File: src/hw/rtl/bc_pkg.sv
// ----------------------------------------------------------------------------
// bc_pkg
// Shared types, constants and helpers for the betweenness centrality core.
// ----------------------------------------------------------------------------
package bc_pkg;

  localparam logic [31:0] Q_ONE = 32'h0001_0000;

  typedef enum logic [4:0] {
    OP_NONE,
    OP_LOAD,
    OP_SRC_FIRST,
    OP_SRC_NEXT,
    OP_SEARCH_INIT,
    OP_HEAD_RD,
    OP_ROW_RD,
    OP_V_LATCH,
    OP_W_RD,
    OP_W_UPD,
    OP_W_NEXT,
    OP_ACC_INIT,
    OP_ORD_RD,
    OP_WSEL,
    OP_W_LATCH,
    OP_PRED_RD,
    OP_MUL,
    OP_DIV_START,
    OP_DEP_WR,
    OP_V_NEXT,
    OP_SUM_RD,
    OP_SUM_WR,
    OP_V_FIRST,
    OP_E_RD,
    OP_OUT_LOAD,
    OP_CLEAR
  } op_t;

  typedef struct packed {
    logic row_vld_s;
    logic head_lt_tail;
    logic rowv_w;
    logic w_last;
    logic v_last;
    logic s_last;
    logic visited_v;
    logic pred_hit;
    logic div_busy;
    logic w_is_src;
    logic i_zero;
    logic seen_v;
    logic out_valid;
  } st_t;

  function automatic logic [31:0] sat_add32(input logic [31:0] a, input logic [31:0] b);
    logic [32:0] s;
    s = {1'b0, a} + {1'b0, b};
    return s[32] ? 32'hFFFF_FFFF : s[31:0];
  endfunction

endpackage

File: src/hw/rtl/bc_ctrl.sv
// ----------------------------------------------------------------------------
// bc_ctrl
// Sequencer: edge loading, per-source search, accumulation, emission, clear.
// ----------------------------------------------------------------------------
module bc_ctrl (
  input  logic        clk,
  input  logic        rst,
  input  logic        in_valid,
  input  logic        last_edge,
  output logic        in_ready,
  input  bc_pkg::st_t st,
  output bc_pkg::op_t op
);

  typedef enum logic [4:0] {
    S_IDLE, S_SRC_FIRST, S_SRC_CHK, S_SRC_STEP, S_HEAD_CHK, S_ROW_RD, S_V_LATCH,
    S_W_CHK, S_W_UPD, S_W_STEP, S_ORD_RD, S_WSEL, S_W_LATCH, S_V_CHK, S_PRED_CHK,
    S_DIV_GO, S_DIV_WAIT, S_V_STEP, S_SUM_CHK, S_SUM_WR, S_ACC_NEXT, S_E_CHK,
    S_E_LOAD, S_E_WAIT, S_E_STEP, S_CLEAR
  } state_t;

  state_t state, state_next;

  assign in_ready = state == S_IDLE;

  always_comb begin
    state_next = state;
    op         = bc_pkg::OP_NONE;
    unique case (state)
      S_IDLE: begin
        if (in_valid) begin
          op = bc_pkg::OP_LOAD;
          if (last_edge) state_next = S_SRC_FIRST;
        end
      end
      S_SRC_FIRST: begin
        op = bc_pkg::OP_SRC_FIRST;
        state_next = S_SRC_CHK;
      end
      S_SRC_CHK: begin
        if (st.row_vld_s) begin
          op = bc_pkg::OP_SEARCH_INIT;
          state_next = S_HEAD_CHK;
        end else begin
          state_next = S_SRC_STEP;
        end
      end
      S_SRC_STEP: begin
        if (st.s_last) begin
          op = bc_pkg::OP_V_FIRST;
          state_next = S_E_CHK;
        end else begin
          op = bc_pkg::OP_SRC_NEXT;
          state_next = S_SRC_CHK;
        end
      end
      S_HEAD_CHK: begin
        if (st.head_lt_tail) begin
          op = bc_pkg::OP_HEAD_RD;
          state_next = S_ROW_RD;
        end else begin
          op = bc_pkg::OP_ACC_INIT;
          state_next = S_ORD_RD;
        end
      end
      S_ROW_RD: begin
        op = bc_pkg::OP_ROW_RD;
        state_next = S_V_LATCH;
      end
      S_V_LATCH: begin
        op = bc_pkg::OP_V_LATCH;
        state_next = S_W_CHK;
      end
      S_W_CHK: begin
        if (st.rowv_w) begin
          op = bc_pkg::OP_W_RD;
          state_next = S_W_UPD;
        end else begin
          state_next = S_W_STEP;
        end
      end
      S_W_UPD: begin
        op = bc_pkg::OP_W_UPD;
        state_next = S_W_STEP;
      end
      S_W_STEP: begin
        if (st.w_last) begin
          state_next = S_HEAD_CHK;
        end else begin
          op = bc_pkg::OP_W_NEXT;
          state_next = S_W_CHK;
        end
      end
      S_ORD_RD: begin
        op = bc_pkg::OP_ORD_RD;
        state_next = S_WSEL;
      end
      S_WSEL: begin
        op = bc_pkg::OP_WSEL;
        state_next = S_W_LATCH;
      end
      S_W_LATCH: begin
        op = bc_pkg::OP_W_LATCH;
        state_next = S_V_CHK;
      end
      S_V_CHK: begin
        if (st.visited_v) begin
          op = bc_pkg::OP_PRED_RD;
          state_next = S_PRED_CHK;
        end else begin
          state_next = S_V_STEP;
        end
      end
      S_PRED_CHK: begin
        op = bc_pkg::OP_MUL;
        state_next = st.pred_hit ? S_DIV_GO : S_V_STEP;
      end
      S_DIV_GO: begin
        op = bc_pkg::OP_DIV_START;
        state_next = S_DIV_WAIT;
      end
      S_DIV_WAIT: begin
        if (!st.div_busy) begin
          op = bc_pkg::OP_DEP_WR;
          state_next = S_V_STEP;
        end
      end
      S_V_STEP: begin
        if (st.v_last) begin
          state_next = S_SUM_CHK;
        end else begin
          op = bc_pkg::OP_V_NEXT;
          state_next = S_V_CHK;
        end
      end
      S_SUM_CHK: begin
        if (st.w_is_src) begin
          state_next = S_ACC_NEXT;
        end else begin
          op = bc_pkg::OP_SUM_RD;
          state_next = S_SUM_WR;
        end
      end
      S_SUM_WR: begin
        op = bc_pkg::OP_SUM_WR;
        state_next = S_ACC_NEXT;
      end
      S_ACC_NEXT: begin
        state_next = st.i_zero ? S_SRC_STEP : S_ORD_RD;
      end
      S_E_CHK: begin
        if (st.seen_v) begin
          op = bc_pkg::OP_E_RD;
          state_next = S_E_LOAD;
        end else begin
          state_next = S_E_STEP;
        end
      end
      S_E_LOAD: begin
        op = bc_pkg::OP_OUT_LOAD;
        state_next = S_E_WAIT;
      end
      S_E_WAIT: begin
        if (!st.out_valid) state_next = S_E_STEP;
      end
      S_E_STEP: begin
        if (st.v_last) begin
          state_next = S_CLEAR;
        end else begin
          op = bc_pkg::OP_V_NEXT;
          state_next = S_E_CHK;
        end
      end
      S_CLEAR: begin
        op = bc_pkg::OP_CLEAR;
        state_next = S_IDLE;
      end
      default: state_next = S_IDLE;
    endcase
  end

  always_ff @(posedge clk) begin
    if (rst) begin
      state <= S_IDLE;
    end else begin
      state <= state_next;
    end
  end

endmodule

File: config.mk
export PLATFORM = sky130hd
export DESIGN_NAME = bc_ctrl
export DESIGN_NICKNAME = d
export VERILOG_FILES = /design/src/hw/rtl/bc_pkg.sv /design/src/hw/rtl/bc_ctrl.sv
export SDC_FILE = /design/constraint.sdc
export NUM_CORES = 1
export LEC_CHECK = 0
export ABC_AREA = 1
export BUFFER_PORTS_ARGS = -buffer_cell sky130_fd_sc_hd__buf_2
export CAP_MARGIN = 10
export CELL_PAD_IN_SITES_DETAIL_PLACEMENT = 1
export CELL_PAD_IN_SITES_GLOBAL_PLACEMENT = 2
export CORE_ASPECT_RATIO = 0.7
export CORE_MARGIN = 2
export CORE_UTILIZATION = 26
export DETAILED_ROUTE_END_ITERATION = 8
export PLACE_DENSITY = 0.94
export SLEW_MARGIN = 20
export SYNTH_ARGS = -nofsm -noshare
export SYNTH_HDL_FRONTEND = slang
export SYNTH_SLANG_ARGS = --single-unit
File: constraint.sdc
create_clock -name clk -period 3.7 [get_ports clk]
set_input_delay 0.74 -clock clk [delete_from_list [all_inputs] [get_ports clk]]
set_output_delay 0.74 -clock clk [all_outputs]
set_load 0.05 [all_outputs]
* Yosys cells after proc, flatten, opt, wreduce, memory -nomap -nowiden *
Cells that the tools add are included.

word-level totals
  register bits = 5
  latch bits = 0
  bits in writable memories = 0
  ROM bits = 0
  bits of input ports = 17
  output and inout port bits = 6
  memories = 0

cells by class
  add/subtract/negate cells = 0
  $mul = 0
  div/mod/pow operators = 0
  magnitude comparators = 0
  equal/unequal tests = 29
  shift-type cells = 0
  multiplexer cells = 29
  bitwise gates (word level) = 0
  reduce and logical (&&, ||, !) cells = 3

operators with widths
  operator                                              number
  one-hot mux 5 bit (25 select lines)                   1
  one-hot mux 5 bit (23 select lines)                   1
  2-to-1 mux 5 bit                                      13
  equality test 5 bit (second input constant)           10
  equality test 5 x 4 -> 1 bit (second input constant)  8
  2-to-1 mux 4 bit                                      8
  equality test 5 x 3 -> 1 bit (second input constant)  4
  equality test 5 x 2 -> 1 bit (second input constant)  2
  2-to-1 mux 3 bit                                      3
  inequality test 2 bit (second input constant)         4
  equality test 5 x 1 -> 1 bit (second input constant)  1
  zero test 5 bit                                       1
  AND reduction 4 bit                                   1
  2-to-1 mux 1 bit                                      2
  2-to-1 mux 2 bit                                      1
  OR reduction 2 bit                                    1

* Longest topological paths before layout *
  depth after elaboration = 3
  gate-level depth with buffers = 11
  depth with buffers taken out = 10

* Worst setup path after synthesis *
Ideal clock, no wire load.

  path type = reg2out
  from = register state[3]
  to = output op[0]
  arrival = 1.680 ns
  data required time = 2.960 ns
  slack = 1.280 ns
  stages on the path, launching flop included = 6
  path through = dfxtp_1 -> nor2_1 -> nand3_1 -> inv_1 -> a21oi_1 -> nand4_1

on the way
  elaborated cells between the ends (all ways) = 26
  those cells by class = eq/ne (23); mux (1); reduce/logical (2)

RTL lines
  element                              RTL line        source
  from (decl)                          bc_ctrl.sv:22   state_t state, state_next;
  from (signal assigned)               bc_ctrl.sv:186  state <= state_next;
  zero test 5 bit                      --
  net in_ready                         bc_ctrl.sv:10   output logic in_ready,
  one-hot mux 5 bit (23 select lines)  bc_ctrl.sv:29   unique case (state)
  to (decl)                            bc_ctrl.sv:12   output bc_pkg::op_t op

The timed path passes the listed nets, and every way through them passes these cells.

* Worst setup path after layout *
  from = register state[2]
  to = output op[2]

on the way
  cells in the longest elaborated chain, start to end = 3
  elaborated cells between the ends (all ways) = 26
  those cells by class = eq/ne (23); mux (1); reduce/logical (2)

RTL lines
  element                                  RTL line
  equality test 5 bit                      bc_ctrl.sv:29
  OR reduction 2 bit (no line)             --
  one-hot mux 5 bit (23 select lines) (*)  bc_ctrl.sv:29

Mark *: on every way between the ends. The rest lies on a longest branch, timed or not.

==> impl_results.md <==
* CTS buffer count at 3
* I/O Pins at 23
* Layout net count at 217
* Syn_area_per_cell at 4.998 um2
* FF/Latch Area at 100.1 um2
* Worst-path maximum fanout at 11
* TNS Setup at 0 ns
* Synth cell types at 22
* Static Leak at 0.0006264 uW
* Area of the multi-input gates at 654.4 um2
* Layout cells sized above 1 at 15.08%
* CTS-repair resized insts at 0
* First-pass DRT Iterations at 4
* Setup Fix Bufs, Post-CTS at 0
* Area grow syn2layout at 21.60%
* Synth Net Count at ~190
* Cells after synthesis at between 150 and 200
* Synth top area cells: nand2_1 18%, nor2_1 15%, nand3_1 13%, dfxtp_1 11%, inv_1 11%
* Vias per inst at 5.384
* Hold WC Path Type: primary input to register
* H-Tree Depth at 1
* Multiplexer area fraction after synthesis at 0%
* Antenna diodes at 0
* Largest register FFs at 5
* Post-synthesis simple-gate area fraction at between 60 and 70%
* Mapped cell area at 874.6 um2
* Buffers on Ports at 22
* Final wirelength at 3789 um
* Total die area at 3851 um2
* DR DRC count at 0
* Slew Viols, Final at 0
* Status: complete, no violations
* Bufs on Longest Clock Path at 2
* First-pass GRT wire length at 6092 um
* MaxCap Viol Count at 0
* Initial antenna violation count at 0
* Dpl hpwl at 3190 um
* Number of DRC markers in iteration 0 at around 160
* CP arrival at 2.26 ns
* CTS tree: done
* Count of final setup violators at 0
* Reg clk slew, reported paths at 0.04 ns
* Synth top cells by count: 41 x nand2_1, 35 x nor2_1, 26 x inv_1, 22 x nand3_1, 11 x nor3_1
* RSZ-0062 raised after global routing: false
* Total GRT Usage at 21.27%
* Die Wd at 73.32 um
* Antenna-violating nets left at 0
* Filler instances at about 470
* Least-Margin Pin Slew at 0.7064 ns
* Largest net degree at the start of global routing at 17
* Site Rows at 17
* Ys flop type: dfxtp_1
* Syn. warnings at 0
* EDFF count, synth at 0
* CTS Sinks at 5
* GR Overflow Total at 0
* Worst hold slack at 0.7266 ns
* Tcrit/Tclk final at slightly above 80%
* Adder-Cell Fraction of Synth Area at 0%
* Hold_buf cts at 0
* Async set or reset register ratio after synthesis at 0%
* #FFs+latches synth at 5
* Xor/xnor share of the synthesized area at 0%
* Worst VDD drop at 0.0002406 V
* Synth top area share at about 18%
* Worst EP required at roughly 3.0 ns
* Cell Pwr Density at about 580 nW/um2
* Routed vias at 1276
* Die Y at approximately 53 um
* Most numerous cell in the Yosys netlist: nand2_1
* Number of global-route vias before repair at around 1.2k
* Largest area contributor in the synthesized netlist: nand2_1
* Largest family of logic cells by synthesized area: simple AND/OR/NAND/NOR gates
* Biggest registers after layout: state: 5 flops
* Clk_lat worst skew at 0.22 ns
* Fin. Hold Viols at 0
* Seq/Total Area, Yosys at between 10% and 20%
* Max-Slew Margin vs Limit at ~53%
* Initial Util at 27.41%
* Core Area at 3191 um2
* Crit Path Category: register to output port
* Max Fclk at 0.3336 GHz
* CP Launch Type: register
* GPL Wtd Cong at 0.9579
* Crit. End Element: output port
* Clock root buffer master: clkbuf_8
* DR WL/cell at 15.99 um
* Clk_skew at 0.002746 ns
* Largest register by flop count: state
* Post-layout min period at ~3.0 ns
* Area fraction in compound gates after synthesis at between 10 and 15%
worst paths after layout:
check | slack, ns | start | cells after the start | end
worst max-delay path | 0.70 | state[2] | 9 | op[2]
worst min-delay path | 0.73 | rst | 2 | state[4]
worst max register to register | 1.60 | state[2] | 10 | state[0]
worst min register to register | 0.91 | state[3] | 7 | state[1]
cell type report:
class,count,share of cell area [%]
multi-input cells,141,61.53
repair buffers,23,11.06
flip-flops and latches,5,9.412
inverters,26,9.176
well taps,38,4.471
clock buffers,3,3.882
clock inverters,1,0.4706
cells by family after synthesis:
family                 Yosys count
buffers and inverters           29
flip-flops                       5
AND/OR/NAND/NOR                122
AO/OA/AOI/OAI                   19
report_power, final:
part | total, uW | leakage [uW] | switching [uW] | internal, uW
combinational | 425 | 0.000560 | 321 | 104
clock | 102 | 0.0000255 | 29.3 | 72.5
sequential | 90.4 | 0.0000407 | 23.3 | 67.1
total | 617 | 0.000626 | 373 | 244
worst max-delay path, cell delays in order, from the launching register on:
cell	delay [ns]
dfxtp_1	0.41
inv_1	0.10
nor2_1	0.55
inv_1	0.10
nor2_1	0.17
nand2_1	0.08
o21ai_0	0.14
nor2_1	0.12
nand3_1	0.10
buf_2	0.26
stage by stage:
step	cells	total power [uW]	cell area [um2]	setup slack, ns	utilization, %
finish	237	616.9	1064	0.7028	33.33
global placement	233	512.6	1017	0.9630	31.88
global route	237	668.4	1064	0.4824	33.33
detailed placement	233	511.8	1017	0.9599	31.88
floorplan	175	398.1	874.6	1.280	-
CTS	237	617.2	1064	0.7096	33.33
cell usage in the layout (no fill, tap or decap):
master,count
a211oi_1,2
a21oi_1,7
a31oi_1,1
buf_2,22
buf_4,1
clkbuf_8,3
clkinv_2,1
dfxtp_1,5
inv_1,26
nand2_1,41
nand3_1,22
nand3b_1,1
nand4_1,8
nor2_1,35
nor2_2,1
nor2_4,2
nor3_1,11
nor4_1,1
o211ai_1,1
o21ai_0,5
o221ai_1,1
o22ai_1,1
o31ai_1,1
routing by layer:
metal / wire length [um] / up-vias / GRT usage, % / share of wire (%)
met5: 0 / - / 0 / 0
met4: 8 / 0 / 1.515 / 0.21
met3: 458 / 2 / 5.000 / 12
met2: 1539 / 67 / 31.23 / 41
met1: 1783 / 578 / 32.34 / 47
li1: - / 629 / - / -
Note: power is estimated with default switching activity, not from simulation.
